File: config.mk
export PLATFORM = sky130hd
export DESIGN_NAME = key_press_event_queue_core_flat
export DESIGN_NICKNAME = d
export VERILOG_FILES = /design/src/design/kpeq_pkg.sv /design/src/design/kpeq_stream_if.sv /design/src/design/kpeq_ram.sv /design/src/design/kpeq_datapath.sv /design/src/design/kpeq_ctrl.sv /design/src/design/key_press_event_queue_core.sv /design/src/flat_wrapper.sv
export VERILOG_INCLUDE_DIRS = /design/src /design/src/design
export SDC_FILE = /design/constraint.sdc
export NUM_CORES = 1
export LEC_CHECK = 0
export BUFFER_PORTS_ARGS = -buffer_cell sky130_fd_sc_hd__buf_4
export CAP_MARGIN = 5
export CORE_UTILIZATION = 38
export CTS_CLUSTER_DIAMETER = 120
export CTS_CLUSTER_SIZE = 30
export DETAILED_ROUTE_END_ITERATION = 8
export GPL_ROUTABILITY_DRIVEN = 0
export MAX_ROUTING_LAYER = met4
export SLEW_MARGIN = 20
export SYNTH_ARGS = -nofsm -noshare
export SYNTH_HDL_FRONTEND = slang
export SYNTH_SLANG_ARGS = --single-unit
export TNS_END_PERCENT = 100
File: constraint.sdc
create_clock -name clk_i -period 5 [get_ports clk_i]
set_input_delay 0.25 -clock clk_i [delete_from_list [all_inputs] [get_ports clk_i]]
set_output_delay 0.25 -clock clk_i [all_outputs]
set_load 0.02 [all_outputs]
File: src/design/key_press_event_queue_core_assert.svh
`ifndef KEY_PRESS_EVENT_QUEUE_CORE_ASSERT_SVH
`define KEY_PRESS_EVENT_QUEUE_CORE_ASSERT_SVH

// Check that prop holds at every edge outside of reset.
`define KPEQ_ASSERT(lbl, prop, msg) \
  lbl: assert property (@(posedge clk_i) disable iff (!rst_ni) (prop)) else $error(msg);

// Check that cons holds in the cycle after ante.
`define KPEQ_ASSERT_NEXT(lbl, ante, cons, msg) \
  lbl: assert property (@(posedge clk_i) disable iff (!rst_ni) (ante) |=> (cons)) \
    else $error(msg);

`endif

File: src/design/kpeq_pkg.sv
package kpeq_pkg;

  // Default sizes
  localparam int QUEUE_DEPTH_DEF = 256;
  localparam int KEY_COUNT_DEF   = 4;

  // Field and register widths
  localparam int CFG_W     = 16;
  localparam int CFG_IDX_W = 1;
  localparam int CNT_W     = CFG_W + 1;
  localparam int KEY_W     = 2;
  localparam int ENTRY_W   = KEY_W + 1;

  // Register reset values
  localparam logic [CFG_W-1:0] DOWN_TIME_RST = 16'd40;
  localparam logic [CFG_W-1:0] HOLD_TIME_RST = 16'd120;

  // Register indexes
  localparam logic [CFG_IDX_W-1:0] REG_DOWN_TIME = 1'b0;
  localparam logic [CFG_IDX_W-1:0] REG_HOLD_TIME = 1'b1;

  // Item commands
  localparam logic CMD_SCAN = 1'b0;
  localparam logic CMD_POP  = 1'b1;

  // Event kinds
  localparam logic KIND_SHORT = 1'b0;
  localparam logic KIND_LONG  = 1'b1;

  // Queue fill marks
  localparam logic [1:0] MARK_EMPTY  = 2'd0;
  localparam logic [1:0] MARK_NORMAL = 2'd1;
  localparam logic [1:0] MARK_FULL   = 2'd2;

  typedef struct packed {
    logic       cmd;
    logic [3:0] keys_n;
  } in_t;

  typedef struct packed {
    logic             msg_valid;
    logic [KEY_W-1:0] msg_key;
    logic             msg_kind;
    logic             queue_empty;
    logic             queue_full;
  } out_t;

  // Controller to datapath
  typedef struct packed {
    logic accept;
    logic scan_step;
    logic pop_step;
    logic load_out;
  } ctrl_cmd_t;

  // Datapath to controller
  typedef struct packed {
    logic in_is_pop;
    logic last_key;
  } ctrl_status_t;

endpackage

File: src/design/kpeq_stream_if.sv
interface kpeq_stream_if #(
  parameter type payload_t = logic
);
  logic     valid;
  logic     ready;
  payload_t data;

  modport source (output valid, output data, input ready);
  modport sink (input valid, input data, output ready);
endinterface

File: src/design/kpeq_ram.sv
module kpeq_ram #(
  parameter int WIDTH = 8,
  parameter int DEPTH = 256,
  parameter int AW    = (DEPTH > 1) ? $clog2(DEPTH) : 1
) (
  input  logic             clk_i,
  input  logic             we_i,
  input  logic [AW-1:0]    waddr_i,
  input  logic [WIDTH-1:0] wdata_i,
  input  logic             re_i,
  input  logic [AW-1:0]    raddr_i,
  output logic [WIDTH-1:0] rdata_o
);

  logic [WIDTH-1:0] mem [DEPTH];
  logic [WIDTH-1:0] rdata_q;

  // Write port and registered read port
  always_ff @(posedge clk_i) begin
    if (we_i) begin
      mem[waddr_i] <= wdata_i;
    end
    if (re_i) begin
      rdata_q <= mem[raddr_i];
    end
  end

  assign rdata_o = rdata_q;

endmodule

File: src/design/kpeq_datapath.sv
module kpeq_datapath import kpeq_pkg::*; #(
  parameter int QUEUE_DEPTH = QUEUE_DEPTH_DEF,
  parameter int KEY_COUNT   = KEY_COUNT_DEF
) (
  input  logic                 clk_i,
  input  logic                 rst_ni,
  input  logic                 cfg_we_i,
  input  logic [CFG_IDX_W-1:0] cfg_idx_i,
  input  logic [CFG_W-1:0]     cfg_data_i,
  input  in_t                  in_data_i,
  output out_t                 out_data_o,
  input  ctrl_cmd_t            ctrl_i,
  output ctrl_status_t         status_o
);

  localparam int PTR_W  = (QUEUE_DEPTH > 1) ? $clog2(QUEUE_DEPTH) : 1;
  localparam int KIDX_W = (KEY_COUNT > 1) ? $clog2(KEY_COUNT) : 1;
  localparam logic [PTR_W-1:0]  PTR_LAST = PTR_W'(QUEUE_DEPTH - 1);
  localparam logic [KIDX_W-1:0] KEY_LAST = KIDX_W'(KEY_COUNT - 1);
  localparam logic [CNT_W-1:0]  CNT_SAT  = CNT_W'(17'h0FFFF);

  logic [CFG_W-1:0]  down_q, down_d, hold_q, hold_d;
  logic [3:0]        keys_q;
  logic [KIDX_W-1:0] kidx_q, kidx_d;
  logic [CNT_W-1:0]  cnt_q [KEY_COUNT];
  logic [CNT_W-1:0]  cnt_new;
  logic [PTR_W-1:0]  wr_ptr_q, wr_ptr_d, rd_ptr_q, rd_ptr_d;
  logic [PTR_W-1:0]  wr_ptr_nxt, rd_ptr_nxt;
  logic [1:0]        mark_q, mark_d;
  logic              hit_q, hit_d;
  out_t              out_q;

  logic [3:0]         kidx_ext;
  logic               pressed;
  logic [CNT_W-1:0]   cnt_rd, cnt_inc, down_ext, hold_ext, down_p1, hold_p1;
  logic               push_req, push_kind, push_ok, pop_ok;
  logic [ENTRY_W-1:0] wr_entry, rd_entry;

  // Configuration registers
  always_comb begin
    down_d = down_q;
    hold_d = hold_q;
    if (cfg_we_i) begin
      unique case (cfg_idx_i)
        REG_DOWN_TIME: down_d = cfg_data_i;
        REG_HOLD_TIME: hold_d = cfg_data_i;
        default: ;
      endcase
    end
  end

  // Current key level; keys past the four level bits read released
  assign kidx_ext = 4'(kidx_q);
  assign pressed  = (kidx_ext[3:2] == 2'b00) && !keys_q[kidx_ext[1:0]];

  // Saturating press counter step and threshold compares
  assign cnt_rd   = cnt_q[kidx_q];
  assign cnt_inc  = (cnt_rd < CNT_SAT) ? cnt_rd + CNT_W'(1) : cnt_rd;
  assign down_ext = CNT_W'(down_q);
  assign hold_ext = CNT_W'(hold_q);
  assign down_p1  = down_ext + CNT_W'(1);
  assign hold_p1  = hold_ext + CNT_W'(1);

  always_comb begin
    push_req  = 1'b0;
    push_kind = KIND_SHORT;
    cnt_new   = cnt_inc;
    if (!pressed) begin
      cnt_new = '0;
    end else if (cnt_inc <= down_ext) begin
      cnt_new = cnt_inc;
    end else if (cnt_inc == down_p1) begin
      push_req = 1'b1;
    end else if (cnt_inc <= hold_ext) begin
      cnt_new = cnt_inc;
    end else if (cnt_inc == hold_p1) begin
      push_req  = 1'b1;
      push_kind = KIND_LONG;
    end else begin
      // Reload so that long presses repeat
      cnt_new = down_p1;
    end
  end

  // Queue pointers and fill mark
  assign wr_ptr_nxt = (wr_ptr_q == PTR_LAST) ? '0 : wr_ptr_q + PTR_W'(1);
  assign rd_ptr_nxt = (rd_ptr_q == PTR_LAST) ? '0 : rd_ptr_q + PTR_W'(1);
  assign push_ok    = ctrl_i.scan_step && push_req && (mark_q != MARK_FULL);
  assign pop_ok     = ctrl_i.pop_step && (mark_q != MARK_EMPTY);
  assign wr_entry   = {push_kind, kidx_ext[1:0]};

  always_comb begin
    wr_ptr_d = wr_ptr_q;
    rd_ptr_d = rd_ptr_q;
    mark_d   = mark_q;
    hit_d    = hit_q;
    kidx_d   = kidx_q;
    if (ctrl_i.accept) begin
      hit_d = 1'b0;
    end
    if (ctrl_i.scan_step) begin
      kidx_d = (kidx_q == KEY_LAST) ? '0 : kidx_q + KIDX_W'(1);
    end
    if (push_ok) begin
      wr_ptr_d = wr_ptr_nxt;
      mark_d   = (wr_ptr_nxt == rd_ptr_q) ? MARK_FULL : MARK_NORMAL;
    end
    if (pop_ok) begin
      rd_ptr_d = rd_ptr_nxt;
      mark_d   = (rd_ptr_nxt == wr_ptr_q) ? MARK_EMPTY : MARK_NORMAL;
      hit_d    = 1'b1;
    end
  end

  // Control state registers
  always_ff @(posedge clk_i or negedge rst_ni) begin
    if (!rst_ni) begin
      down_q   <= DOWN_TIME_RST;
      hold_q   <= HOLD_TIME_RST;
      kidx_q   <= '0;
      wr_ptr_q <= '0;
      rd_ptr_q <= '0;
      mark_q   <= MARK_EMPTY;
      hit_q    <= 1'b0;
      for (int k = 0; k < KEY_COUNT; k++) begin
        cnt_q[k] <= '0;
      end
    end else begin
      down_q   <= down_d;
      hold_q   <= hold_d;
      kidx_q   <= kidx_d;
      wr_ptr_q <= wr_ptr_d;
      rd_ptr_q <= rd_ptr_d;
      mark_q   <= mark_d;
      hit_q    <= hit_d;
      if (ctrl_i.scan_step) begin
        cnt_q[kidx_q] <= cnt_new;
      end
    end
  end

  // Capture the item and the result payload
  always_ff @(posedge clk_i) begin
    if (ctrl_i.accept) begin
      keys_q <= in_data_i.keys_n;
    end
    if (ctrl_i.load_out) begin
      out_q.msg_valid   <= hit_q;
      out_q.msg_key     <= hit_q ? rd_entry[KEY_W-1:0] : '0;
      out_q.msg_kind    <= hit_q ? rd_entry[KEY_W] : KIND_SHORT;
      out_q.queue_empty <= (mark_q == MARK_EMPTY);
      out_q.queue_full  <= (mark_q == MARK_FULL);
    end
  end

  kpeq_ram #(
    .WIDTH (ENTRY_W),
    .DEPTH (QUEUE_DEPTH),
    .AW    (PTR_W)
  ) u_event_ram (
    .clk_i   (clk_i),
    .we_i    (push_ok),
    .waddr_i (wr_ptr_q),
    .wdata_i (wr_entry),
    .re_i    (pop_ok),
    .raddr_i (rd_ptr_q),
    .rdata_o (rd_entry)
  );

  assign out_data_o         = out_q;
  assign status_o.in_is_pop = (in_data_i.cmd == CMD_POP);
  assign status_o.last_key  = (kidx_q == KEY_LAST);

  `include "key_press_event_queue_core_assert.svh"

  `KPEQ_ASSERT(a_full_ptrs_meet, (mark_q != MARK_FULL) || (wr_ptr_q == rd_ptr_q), "full queue with pointers apart")
  `KPEQ_ASSERT(a_normal_ptrs_apart, (mark_q != MARK_NORMAL) || (wr_ptr_q != rd_ptr_q), "partly filled queue with equal pointers")
  `KPEQ_ASSERT_NEXT(a_full_drops, ctrl_i.scan_step && (mark_q == MARK_FULL), $stable(wr_ptr_q), "write pointer moved on a full queue")

endmodule

File: src/design/kpeq_ctrl.sv
module kpeq_ctrl import kpeq_pkg::*; (
  input  logic         clk_i,
  input  logic         rst_ni,
  input  logic         in_valid_i,
  output logic         in_ready_o,
  output logic         out_valid_o,
  input  logic         out_ready_i,
  input  ctrl_status_t status_i,
  output ctrl_cmd_t    ctrl_o
);

  localparam logic [1:0] S_IDLE = 2'd0;
  localparam logic [1:0] S_SCAN = 2'd1;
  localparam logic [1:0] S_POP  = 2'd2;
  localparam logic [1:0] S_FIN  = 2'd3;

  logic [1:0] state_q, state_d;
  logic       out_valid_q, out_valid_d;

  // Sequence one item: accept, work, then hand the result to the output register
  always_comb begin
    state_d = state_q;
    ctrl_o  = '0;
    unique case (state_q)
      S_IDLE: begin
        if (in_valid_i) begin
          ctrl_o.accept = 1'b1;
          state_d       = status_i.in_is_pop ? S_POP : S_SCAN;
        end
      end
      S_SCAN: begin
        ctrl_o.scan_step = 1'b1;
        if (status_i.last_key) begin
          state_d = S_FIN;
        end
      end
      S_POP: begin
        ctrl_o.pop_step = 1'b1;
        state_d         = S_FIN;
      end
      S_FIN: begin
        if (!out_valid_q || out_ready_i) begin
          ctrl_o.load_out = 1'b1;
          state_d         = S_IDLE;
        end
      end
      default: state_d = S_IDLE;
    endcase
  end

  // Hold the result until taken
  always_comb begin
    out_valid_d = out_valid_q;
    if (ctrl_o.load_out) begin
      out_valid_d = 1'b1;
    end else if (out_ready_i) begin
      out_valid_d = 1'b0;
    end
  end

  always_ff @(posedge clk_i or negedge rst_ni) begin
    if (!rst_ni) begin
      state_q     <= S_IDLE;
      out_valid_q <= 1'b0;
    end else begin
      state_q     <= state_d;
      out_valid_q <= out_valid_d;
    end
  end

  assign in_ready_o  = (state_q == S_IDLE);
  assign out_valid_o = out_valid_q;

  `include "key_press_event_queue_core_assert.svh"

  `KPEQ_ASSERT_NEXT(a_accept_leaves_idle, in_valid_i && in_ready_o, state_q != S_IDLE, "accepted item left controller idle")
  `KPEQ_ASSERT_NEXT(a_fin_delivers, (state_q == S_FIN) && out_ready_i, out_valid_q && (state_q == S_IDLE), "finished item not delivered")

endmodule

File: src/design/key_press_event_queue_core.sv
// Scan item: after accept, the keys are stepped one key per cycle through the shared press
// counter update unit, then the result is loaded; items are handled one at a time.
// Pop item: the event RAM read is registered before the result is loaded.
// The next item is accepted in the cycle after the previous result is loaded for output.
// Reset (rst_ni low, asynchronous) restores the default thresholds, clears all press counters
// and empties the queue; the event RAM contents are not cleared.
module key_press_event_queue_core import kpeq_pkg::*; #(
  parameter int QUEUE_DEPTH = QUEUE_DEPTH_DEF,
  parameter int KEY_COUNT   = KEY_COUNT_DEF
) (
  input  logic                 clk_i,
  input  logic                 rst_ni,
  input  logic                 cfg_we_i,
  input  logic [CFG_IDX_W-1:0] cfg_idx_i,
  input  logic [CFG_W-1:0]     cfg_data_i,
  kpeq_stream_if.sink          in_i,
  kpeq_stream_if.source        out_o
);

  ctrl_cmd_t    ctrl;
  ctrl_status_t status;
  in_t          in_data;
  out_t         out_data;

  assign in_data    = in_i.data;
  assign out_o.data = out_data;

  kpeq_ctrl u_ctrl (
    .clk_i       (clk_i),
    .rst_ni      (rst_ni),
    .in_valid_i  (in_i.valid),
    .in_ready_o  (in_i.ready),
    .out_valid_o (out_o.valid),
    .out_ready_i (out_o.ready),
    .status_i    (status),
    .ctrl_o      (ctrl)
  );

  kpeq_datapath #(
    .QUEUE_DEPTH (QUEUE_DEPTH),
    .KEY_COUNT   (KEY_COUNT)
  ) u_datapath (
    .clk_i      (clk_i),
    .rst_ni     (rst_ni),
    .cfg_we_i   (cfg_we_i),
    .cfg_idx_i  (cfg_idx_i),
    .cfg_data_i (cfg_data_i),
    .in_data_i  (in_data),
    .out_data_o (out_data),
    .ctrl_i     (ctrl),
    .status_o   (status)
  );

endmodule
File: src/flat_wrapper.sv
// flat-port wrapper written by rule: the top's interface ports become plain ports
module key_press_event_queue_core_flat import kpeq_pkg::*;
#(
  parameter int QUEUE_DEPTH = QUEUE_DEPTH_DEF,
  parameter int KEY_COUNT   = KEY_COUNT_DEF
)
  (clk_i, rst_ni, cfg_we_i, cfg_idx_i, cfg_data_i, in_i_valid, in_i_data, in_i_ready, out_o_valid, out_o_data, out_o_ready);
  kpeq_stream_if in_i_i ();
  kpeq_stream_if out_o_i ();
  input  logic clk_i;
  input  logic rst_ni;
  input  logic cfg_we_i;
  input  logic [CFG_IDX_W-1:0] cfg_idx_i;
  input  logic [CFG_W-1:0] cfg_data_i;
  input wire logic [$bits(in_i_i.valid)-1:0] in_i_valid;
  input wire logic [$bits(in_i_i.data)-1:0] in_i_data;
  output wire logic [$bits(in_i_i.ready)-1:0] in_i_ready;
  output wire logic [$bits(out_o_i.valid)-1:0] out_o_valid;
  output wire logic [$bits(out_o_i.data)-1:0] out_o_data;
  input wire logic [$bits(out_o_i.ready)-1:0] out_o_ready;
  assign in_i_i.valid = in_i_valid;
  assign in_i_i.data = in_i_data;
  assign in_i_ready = in_i_i.ready;
  assign out_o_valid = out_o_i.valid;
  assign out_o_data = out_o_i.data;
  assign out_o_i.ready = out_o_ready;
  key_press_event_queue_core #(.QUEUE_DEPTH(QUEUE_DEPTH), .KEY_COUNT(KEY_COUNT)) u_core (.clk_i(clk_i), .rst_ni(rst_ni), .cfg_we_i(cfg_we_i), .cfg_idx_i(cfg_idx_i), .cfg_data_i(cfg_data_i), .in_i(in_i_i), .out_o(out_o_i));
endmodule
==> results of run 1 <==
[sequential cells by signal, indices dropped and copies added, names as in the netlist]
| register | count |
|---|---|
| u_core.u_ctrl.state_q | 2 |
| u_core.u_datapath.keys_q | 1 |
| u_core.u_datapath.cnt_q | 68 |
| u_core.u_ctrl.out_valid_o | 1 |
| u_core.u_datapath.kidx_q | 2 |
| u_core.u_datapath.mark_q | 2 |
| u_core.u_datapath.down_q | 16 |
| u_core.u_datapath.wr_ptr_q | 8 |
| u_core.u_datapath.rd_ptr_q | 8 |
| u_core.u_datapath.hold_q | 16 |
| u_core.u_datapath.out_data_o | 1 |
[per-stage QoR]
stage          setup slack, ns  util (%)  area, µm²
2_1_floorplan            0.157         -       8720
3_3_place_gp            0.0630      42.4       9580
3_5_place_dp            0.0781      42.4       9580
4_1_cts                 0.0396      45.1      10200
5_1_grt               -0.00737      45.8      10300
6_report                 0.151      45.8      10300
[area by class of cell]
cell class | count | area (µm²) | area share, %
Multi-Input combinational cell | 675 | 5230 | 50.6
Sequential cell | 125 | 3150 | 30.4
Timing Repair Buffer | 97 | 805 | 7.77
Clock buffer | 17 | 425 | 4.11
Tap cell | 285 | 357 | 3.45
Inverter | 61 | 229 | 2.21
Clock inverter | 15 | 153 | 1.48
[power groups by stage]
stage	Clock [mW]	Combinational, mW	Sequential (mW)
after floorplan	0	0.941	1.22
after global placement	0	1.40	1.24
after detailed placement	0	1.41	1.24
after CTS	1.26	1.42	1.22
after global routing	1.30	1.65	1.24
final	1.23	1.51	1.23
[metal layers]
layer  track usage (%)  vias to the layer above  wire, µm  part of all wire (%)
met4              6.52                        0       442                   1.7
met2              35.1                      288     11700                    46
met3              3.23                       44      1480                   5.8
li1                  -                     3526         -                     -
met5                 -                        -         0                     0
met1              31.4                     3748     11900                    47
[worst min-delay path, cell delays in order]
cell and delay [ns]:
buf_4 0.08, nand2_1 0.04, o21ai_0 0.05
[cell usage in the layout, fill, tap and decap left out, drive strengths merged, types with 17 or more instances in the layout]
cell,instances
mux2,18
buf,94
dfrtp,117
inv,70
a32o,52
nor2,28
nand3,50
o21ai,62
nor3,21
xnor2,69
nand2,84
nand4,23
mux4,17
a21oi,30
ha,46
clkbuf,18
[cell families after synthesis]
group | count (synthesis)
xor+xnor | 83
flops | 125
simple gates | 283
fa+ha+maj | 46
buf+inv | 99
compound gates | 225
mux | 38
[how the worst min path moves through the flow]
stage	start	end	slack, ns	depth (start not counted)
floorplan	rst_ni	u_core.u_ctrl.out_valid_o	-0.05	0
global placement	rst_ni	u_core.u_datapath.hold_q[11]	0.06	1
detailed placement	rst_ni	u_core.u_datapath.hold_q[11]	0.07	1
CTS	cfg_data_i[10]	u_core.u_datapath.down_q[10]	0.02	3
global route	cfg_data_i[11]	u_core.u_datapath.down_q[11]	0.04	3
finish	cfg_data_i[10]	u_core.u_datapath.down_q[10]	0.03	3
[what timing repair did]
| item | 4_1_cts | 5_1_grt |
|---|---|---|
| gates resized for setup | 0 | 23 |
| endpoints found under the hold margin | 6 | 0 |
| buffers inserted | 0 | 9 |
| hold buffers | 2 | 0 |
| setup endpoints to repair | 0 | 57 |
==> metrics.cfg, run 1 <==
[global_routing]
grt_start_max_net_pins=71
grt_pass1_vias=7322
antenna_found_initial=0
grt_pass1_wl_um=40500
overflow=0
track_usage_pct=22.9

[final_layout]
syn_to_final_growth_pct=18.7
antenna_cells=0
nFillCells=2172
nets=1046
drive_gt1_share_pct=20.3
instances_no_fill=1275

[worst_setup_path]
crit_fanout=18
crit_chain=buf_4 -> mux4_2 -> nand4_1 -> buf_4 -> nor4_2 -> o21ai_1 -> inv_1 -> ha_1 -> nand3_1 -> o21bai_1 -> a21o_1 -> a21oi_1 -> o31a_1 -> o21ai_0 -> a21oi_1 -> nor2_1 -> or3_4 -> buf_12 -> o21ai_0 -> a32o_1
worstPathRequired_ns=5.36
reg2reg_slack_ns=0.15
max_stage_delay_ns=0.45
criticalPathCategory=reg2reg
cp-startpoint=u_core.u_datapath.kidx_q[1]
crit_cells=20
path_buf_inv=4
cp-endpoint=u_core.u_datapath.cnt_q[49]
cp-start-kind=register
cp_top_family=compound AO/OA/AOI/OAI gates
reg2reg_depth=20
worstSetupEndpointType=register
rr_endpoint=u_core.u_datapath.cnt_q[49]
crit_slowest_cell=dfrtp_1
r2r-start=u_core.u_datapath.kidx_q[1]
worst_ep_arrival_time_ns=5.21

[power_and_ir_drop]
swShare_pct=37.7
p_total_mw=3.97
powerDensity_nw_per_um2=384
p_sw_mw=1.50
p_int_mw=2.48
comb_power_share_pct=38.0
ir_drop_v=0.000306
pwr-share-clk_pct=31.0
cellLeakagePower_nw=4.46
p_seq_share_pct=30.9

[cts]
htreeDepth=4
clock-root-buffer=clkbuf_16
cts_inserted_buffers=17
cts_tree=yes
clk_latency_ns=0.44
cts_buffer_depth=2
clk_pin_slew_ns=0.07
cts_sinks=125

[yosys]
synth_compound_area_share_pct=19.2
yosysMostFrequentCell=dfrtp_1
ys_warn_count=0
synth_mux_area_share_pct=7.06
synthArstFlopShare_pct=98.4
synth.area.top_cells=dfrtp_1 (34%), xnor2_1 (6.9%), ha_1 (6.6%)
synth.net_count=968
ys_seq_elements=125
ys_seq_area_share_pct=36.1
syn_inst=899
synth-simple-area-share_pct=17.3
synthAdderAreaFrac_pct=6.60
synth_top_family_by_area=compound AO/OA/AOI/OAI gates
synthTopCellsByCount=dfrtp_1 (117), nand2_1 (84), xnor2_1 (69)
synth_top_area_share_pct=33.6
synthXorXnorAreaFrac_pct=8.97
synth_top_cell_by_area=dfrtp_1
yosysUniqueCellTypes=75
synth_edf_count=2
syn_area_per_cell_um2=9.70
ys.flop_type=dfrtp_1
synth_area_um2=8720

[run_status]
status=finished clean

[job]
maxCapViolations=0

[detailed_routing]
wire_per_inst_um=20.0
ant_nets=0
avgViaCountPerCell=5.97
post-route-drc-count=0
first_iter_violations=733
routed_wl_um=25500
drt_pass1_iterations=5
vias=7606

[timing]
finalSetupViolations=0
final-hold-violation-count=0
finalCritPeriodShare_pct=97.0
maxSlewViolCount=0
worst_slew_pin_slew_ns=0.937
relSlewSlack_pct=37.4
min_period_ns=4.85
fin_skew_ns=0.0145
fmax_mhz=206
finalSetupTns_ns=0
whs_ns=0.0292

[placement]
dpl.hpwl_um=18900
dp.cells=1231
port_buffers=25

[floorplanning]
io-pin-count=26
start_util_pct=38.6
die_w_um=153
core-area_um2=22600
die_h_um=153
row_count=55
dieArea_um2=23600

[min_path]
hold_class=in2reg

Power figures use the tool's default switching activity.
==> inputs of run 2 (changes only) <==
Settings changed: PLACE_DENSITY set to 0.61.
==> metrics.cfg, run 2 (synthesis gave the netlist of run 1 again) <==
[worst_setup_path]
crit_chain=mux4_2 -> buf_4 -> nand4b_4 -> buf_4 -> nand2b_1 -> o211ai_1 -> inv_1 -> ha_1 -> nand4_1 -> a21o_1 -> a21oi_2 -> o31a_1 -> o21ai_0 -> a21oi_1 -> nor2_1 -> or3_4 -> buf_6 -> or4_1 -> o311ai_1  ; was buf_4 -> mux4_2 -> nand4_1 -> buf_4 -> nor4_2 -> o21ai_1 -> inv_1 -> ha_1 -> nand3_1 -> o21bai_1 -> a21o_1 -> a21oi_1 -> o31a_1 -> o21ai_0 -> a21oi_1 -> nor2_1 -> or3_4 -> buf_12 -> o21ai_0 -> a32o_1
path_buf_inv=4  ; unchanged
worst_ep_arrival_time_ns=5.13  ; was 5.21 ns
max_stage_delay_ns=0.55  ; was 0.45 ns
cp-startpoint=u_core.u_datapath.kidx_q[0]  ; was u_core.u_datapath.kidx_q[1]
criticalPathCategory=reg2reg  ; unchanged
critPathMostFrequentCell=buf_4
reg2reg_slack_ns=0.19  ; was 0.15 ns
rr_endpoint=u_core.u_datapath.cnt_q[2]  ; was u_core.u_datapath.cnt_q[49]
cp-endpoint=u_core.u_datapath.cnt_q[2]  ; was u_core.u_datapath.cnt_q[49]
worstSetupEndpointType=register  ; unchanged
crit_cells=19  ; was 20
crit_slowest_cell=mux4_2  ; was dfrtp_1
cp_top_family=simple AND/OR/NAND/NOR gates  ; was compound AO/OA/AOI/OAI gates
cp-start-kind=register  ; unchanged
reg2reg_depth=19  ; was 20
crit_fanout=17  ; was 18
worstPathRequired_ns=5.32  ; was 5.36 ns
r2r-start=u_core.u_datapath.kidx_q[0]  ; was u_core.u_datapath.kidx_q[1]

[timing]
fin_skew_ns=0.00799  ; was 0.0145 ns
min_period_ns=4.81  ; was 4.85 ns
fmax_mhz=208  ; was 206 MHz
final-hold-violation-count=0  ; unchanged
relSlewSlack_pct=29.3  ; was 37.4%
finalSetupViolations=0  ; unchanged
maxSlewViolCount=0  ; unchanged
worst_slew_pin_slew_ns=1.06  ; was 0.937 ns
finalCritPeriodShare_pct=96.2  ; was 97.0%
whs_ns=0.0333  ; was 0.0292 ns
rsz0062_at_grt=true

[final_layout]
mostFrequentLayoutCells=dfrtp_1 (116), nand2_1 (84), buf_4 (83)  ; was dfrtp_1 (116), buf_4 (89), nand2_1 (84)
postLayoutCellArea_um2=10300  ; about the same
nFillCells=2156  ; was 2172
final_common_cell=dfrtp_1  ; unchanged
syn_to_final_growth_pct=18.6  ; was 18.7%
largest-register=u_core.u_datapath.cnt_q  ; unchanged
instances_no_fill=1272  ; was 1275
drive_gt1_share_pct=20.4  ; was 20.3%
largestRegisters=u_core.u_datapath.cnt_q (68), u_core.u_datapath.down_q (16), u_core.u_datapath.hold_q (16)  ; unchanged
utilization_pct=45.8  ; about the same
largest_reg_flops=68  ; unchanged
antenna_cells=0  ; unchanged
nets=1043  ; was 1046

[placement]
place_area_um2=9590  ; was 9580 µm²
dp.cells=1231  ; unchanged
port_buffers=25  ; unchanged
dpl.hpwl_um=19100  ; was 18900 µm

[global_routing]
grt_pass1_vias=7283  ; was 7322
antenna_found_initial=0  ; unchanged
overflow=0  ; unchanged
grt_pass1_wl_um=41200  ; was 40500 µm
track_usage_pct=23.2  ; was 22.9%
grt_start_max_net_pins=75  ; was 71

[floorplanning]
dieArea_um2=23600  ; unchanged
die_h_um=153  ; unchanged
row_count=55  ; unchanged
die_w_um=153  ; unchanged
start_util_pct=38.6  ; unchanged
io-pin-count=26  ; unchanged
core-area_um2=22600  ; unchanged

[detailed_routing]
avgViaCountPerCell=5.99  ; was 5.97
first_iter_violations=672  ; was 733
ant_nets=0  ; unchanged
post-route-drc-count=0  ; unchanged
wire_per_inst_um=20.2  ; was 20.0 µm
drt_pass1_iterations=5  ; unchanged
vias=7616  ; was 7606
routed_wl_um=25700  ; was 25500 µm

[cts]
clock-root-buffer=clkbuf_16  ; unchanged
cts_sinks=125  ; unchanged
cts_tree=yes  ; unchanged
clk_latency_ns=0.43  ; was 0.44 ns
cts_buffer_depth=2  ; unchanged
clk_pin_slew_ns=0.06  ; was 0.07 ns
cts_inserted_buffers=17  ; unchanged
htreeDepth=4  ; unchanged

[power_and_ir_drop]
cellLeakagePower_nw=4.44  ; was 4.46 nW
ir_drop_v=0.000292  ; was 0.000306 V
powerDensity_nw_per_um2=382  ; was 384 nW/µm²

[job]
maxCapViolations=0  ; unchanged

[run_status]
status=finished clean  ; unchanged

[min_path]
hold_class=in2reg  ; unchanged

-- run 2: changes by cell type in the layout (fill, tap and decap cells not counted), moves of 2 or more --
cell        change
a21oi_1         -2
a21oi_2         +2
buf_4           -6
buf_6           +2
clkinvlp_4      +4
inv_8           -4
nor3_1          +3
nor3_2          -3
-- run 2: worst min path at each step --
stage,end,start,depth (start not counted),slack [ns]
detailed placement,u_core.u_datapath.hold_q[12],rst_ni,1,0.30
global placement,u_core.u_datapath.hold_q[12],rst_ni,1,0.30
global route,u_core.u_datapath.down_q[8],cfg_data_i[8],3,0.05
finish,u_core.u_datapath.down_q[11],cfg_data_i[11],3,0.03
CTS,u_core.u_datapath.keys_q[0],in_i_data,1,0.002
floorplan,u_core.u_ctrl.out_valid_o,rst_ni,0,-0.05
-- run 2: cell type report --
cell class	instances	area, µm²	area share (%)
sequential	125	3150	30.4
timing repair buffer	94	802	7.75
clock buffer	18	439	4.25
inverter	61	229	2.21
tap	285	357	3.45
clock inverter	14	134	1.29
multi-input combinational	675	5240	50.6
-- run 2: metal layers --
layer,track usage (%),wire (µm)
met3,3.23,1530
met2,34.5,11500
met4,8.19,617
met5,-,0
met1,32.3,12100
-- run 2: through the flow --
| stage | setup TNS, ns | setup slack (ns) | power, mW |
|---|---|---|---|
| finish | 0 | 0.188 | 3.95 |
| global route | -0.0202 | -0.0106 | 4.15 |
| global placement | 0 | 0.0107 | 2.65 |
| CTS | 0 | 0.0000164 | 3.89 |
| detailed placement | -0.250 | -0.0669 | 2.65 |
| floorplan | 0 | 0.157 | 2.16 |
-- run 2: where the power goes --
part           switching (mW)  total [mW]  internal (mW)  leakage (nW)
Sequential              0.114        1.24           1.13          1.64
Clock                   0.521        1.23          0.705         0.267
Combinational           0.857        1.48          0.624          2.53
Total                    1.49        3.95           2.46          4.44
-- run 2: worst reg2reg max path: cells and delay by family (launching register included) --
family / cells / cell delay, ns
compound gates: 7 / 1.15
fa+ha+maj: 1 / 0.31
simple gates: 6 / 1.51
flops: 1 / 0.49
buf+inv: 4 / 0.68
mux: 1 / 0.55
-- run 2: repair_timing --
action                                  in CTS  in global routing
endpoints found under the setup margin      15                 70
gates cloned                                 0                  1
buffers inserted                             0                  6
gates resized for setup                      2                 27
hold endpoints to repair                    43                  1
hold buffers                                 1                  1
pin swaps                                    0                  5
==> inputs of run 3 (changes only) <==
Settings changed: ABC_AREA set to 1.
==> metrics.cfg, run 3 <==
[yosys]
synth_top_cell_by_area=dfrtp_1  ; unchanged
ys_seq_elements=125  ; unchanged
synth_area_um2=9900  ; was 8720 µm²
ys_seq_area_share_pct=31.8  ; was 36.1%
synth.area.top_cells=dfrtp_1 (30%), nand2_1 (21%), nand3_1 (6.4%)  ; was dfrtp_1 (34%), xnor2_1 (6.9%), ha_1 (6.6%)
synth_top_area_share_pct=29.6  ; was 33.6%
yosysMostFrequentCell=nand2_1  ; was dfrtp_1
ys.flop_type=dfrtp_1  ; unchanged
syn_area_per_cell_um2=6.72  ; was 9.70 µm²
synthArstFlopShare_pct=98.4  ; unchanged
ys_warn_count=0  ; unchanged
synth_edf_count=2  ; unchanged
yosysUniqueCellTypes=40  ; was 75
synthTopCellsByCount=nand2_1 (551), inv_1 (161), nand3_1 (127)  ; was dfrtp_1 (117), nand2_1 (84), xnor2_1 (69)
syn_inst=1472  ; was 899
synth.net_count=1541  ; was 968

[global_routing]
grt_start_max_net_pins=70  ; was 75
grt_pass1_vias=8860  ; was 7283
track_usage_pct=24.1  ; was 23.2%
antenna_found_initial=0  ; unchanged
overflow=0  ; unchanged
grt_pass1_wl_um=48300  ; was 41200 µm

[final_layout]
largest_reg_flops=68  ; unchanged
drive_gt1_share_pct=11.4  ; was 20.4%
final_common_cell=nand2_1  ; was dfrtp_1
mostFrequentLayoutCells=nand2_1 (550), inv_1 (161), nand3_1 (126)  ; was dfrtp_1 (116), nand2_1 (84), buf_4 (83)
utilization_pct=43.6  ; was 45.8%
postLayoutCellArea_um2=11100  ; was 10300 µm²
largestRegisters=u_core.u_datapath.cnt_q (68), u_core.u_datapath.down_q (16), u_core.u_datapath.hold_q (16)  ; unchanged
multiInputGateArea_um2=5860  ; was 5240 µm²
seq_area_um2=3150  ; about the same
largest-register=u_core.u_datapath.cnt_q  ; unchanged
instances_no_fill=1841  ; was 1272
nFillCells=2633  ; was 2156
syn_to_final_growth_pct=12.0  ; was 18.6%
nets=1567  ; was 1043
antenna_cells=0  ; unchanged

[run_status]
failed_checks=hold timing
status=complete, but fails checks  ; was finished clean

[timing]
layout_setup_ws_ns=0.354  ; was 0.188 ns
min_period_ns=4.65  ; was 4.81 ns
worst_slew_pin_slew_ns=0.959  ; was 1.06 ns
finalSetupTns_ns=0  ; unchanged
fmax_mhz=215  ; was 208 MHz
maxSlewViolCount=0  ; unchanged
finalCritPeriodShare_pct=92.9  ; was 96.2%
relSlewSlack_pct=35.6  ; was 29.3%
final-hold-violation-count=62  ; was 0
finalSetupViolations=0  ; unchanged
rsz0062_at_grt=true  ; unchanged
whs_ns=-0.0300  ; was 0.0333 ns
fin_skew_ns=0.0119  ; was 0.00799 ns

[detailed_routing]
drt_pass1_iterations=5  ; unchanged
vias=9625  ; was 7616
dr_wl_met3_um=1620  ; was 1530 µm
avgViaCountPerCell=5.23  ; was 5.99
wl_met1_um=14200  ; was 12100 µm
met2_length_um=13600  ; was 11500 µm
post-route-drc-count=0  ; unchanged
topRoutingLayerUsed=met4  ; unchanged
first_iter_violations=876  ; was 672
wire_per_inst_um=16.3  ; was 20.2 µm
ant_nets=0  ; unchanged
routed_wl_um=30000  ; was 25700 µm

[floorplanning]
dieArea_um2=26700  ; was 23600 µm²
die_w_um=163  ; was 153 µm
die_h_um=163  ; was 153 µm
core-area_um2=25400  ; was 22600 µm²
io-pin-count=26  ; unchanged
start_util_pct=39.0  ; was 38.6%
row_count=58  ; was 55

[min_path]
hold_class=in2async  ; was in2reg

[placement]
dpl.hpwl_um=22300  ; was 19100 µm
dp.cells=1797  ; was 1231
dpl_worst_slack_ns=0.166  ; was -0.0669 ns
port_buffers=25  ; unchanged
place_area_um2=10300  ; was 9590 µm²

[worst_setup_path]
cp-start-kind=register  ; unchanged
critPathMostFrequentCell=nand2_1  ; was buf_4
criticalPathCategory=reg2reg  ; unchanged
crit_fanout=21  ; was 17
max_stage_delay_ns=0.39  ; was 0.55 ns
path_buf_inv=6  ; was 4
cp_top_family=simple AND/OR/NAND/NOR gates  ; unchanged
crit_slowest_cell=dfrtp_1  ; was mux4_2
worst_ep_arrival_time_ns=5.01  ; was 5.13 ns
worstPathRequired_ns=5.37  ; was 5.32 ns
worstSetupEndpointType=register  ; unchanged

[cts]
clock-root-buffer=clkbuf_16  ; unchanged
clk_latency_ns=0.43  ; about the same
cts_buffer_depth=2  ; unchanged
clk_pin_slew_ns=0.06  ; about the same
cts_inserted_buffers=17  ; unchanged
cts_sinks=125  ; unchanged
cts_tree=yes  ; unchanged
htreeDepth=4  ; unchanged

[power_and_ir_drop]
p_int_mw=3.49  ; was 2.46 mW
p_seq_share_pct=20.8  ; was 31.5%
pwr-share-clk_pct=17.6  ; was 31.0%
powerDensity_nw_per_um2=663  ; was 382 nW/µm²
swShare_pct=52.5  ; was 37.8%
p_sw_mw=3.86  ; was 1.49 mW
cellLeakagePower_nw=5.72  ; was 4.44 nW
p_total_mw=7.35  ; was 3.95 mW
comb_power_share_pct=61.7  ; was 37.5%
ir_drop_v=0.000278  ; was 0.000292 V

[job]
maxCapViolations=0  ; unchanged

[run 3: changes by cell type in the layout (fill, tap and decap cells not counted), sizes merged, moves of 52 or more]
cell	before	now
a32o	52	0
inv	67	172
nand2	84	585
nand3	50	141
nand4	23	97
nor2	28	104
xnor2	69	2
[run 3: layout make-up]
cell class / count / share of cell area, %
Timing Repair Buffer: 54 / 3.86
Sequential cell: 125 / 28.4
Multi-Input combinational cell: 1131 / 52.9
Clock inverter: 14 / 1.33
Tap cell: 330 / 3.73
Clock buffer: 18 / 4.06
Inverter: 169 / 5.75
[run 3: path summary, 6_finish.rpt]
path	from	end	slack [ns]	depth (start not counted)
max	u_core.u_datapath.kidx_q[1]	u_core.u_datapath.cnt_q[43]	0.35	31
min	rst_ni	u_core.u_datapath.cnt_q[38]	-0.03	1
max reg2reg	u_core.u_datapath.kidx_q[1]	u_core.u_datapath.cnt_q[43]	0.35	31
min reg2reg	u_core.u_datapath.cnt_q[53]	u_core.u_datapath.cnt_q[53]	0.48	2
max in group asynchronous	rst_ni	u_core.u_datapath.cnt_q[61]	3.74	2
min in group clk_i	cfg_data_i[6]	u_core.u_datapath.hold_q[6]	0.07	3
[run 3: layer usage]
metal	up-vias	track usage, %
met5	-	-
met2	298	36.6
met1	4453	33.3
li1	4834	-
met4	0	6.92
met3	40	3.10
[run 3: what timing repair did]
action,CTS,global route
endpoints found under the setup margin,0,74
buffers inserted,0,11
hold buffers,1,0
endpoints found under the hold margin,1,0
gates resized for setup,0,10
[run 3: cells by family after synthesis]
logic type,synth area share [%]
xor+xnor,3.54
compound gates,4.79
flops,31.8
simple gates,44.8
buf+inv,9.32
fa+ha+maj,5.81
[run 3: worst register-to-register path: cells and delay by family (launching register included)]
family | cells | cell delay, ns
adder cells (fa/ha/maj) | 1 | 0.33
AND/OR/NAND/NOR | 21 | 2.02
AO/OA/AOI/OAI | 3 | 0.61
flip-flops | 1 | 0.39
buffers and inverters | 6 | 1.24
[run 3: power by group through the flow]
stage                     registers, mW  logic, mW  clock network [mW]
after global placement             1.54       4.25                   0
final                              1.53       4.53                1.29
after CTS                          1.52       4.32                1.29
after floorplan                    1.48       3.23                   0
after global routing               1.56       5.04                1.34
after detailed placement           1.53       4.29                   0
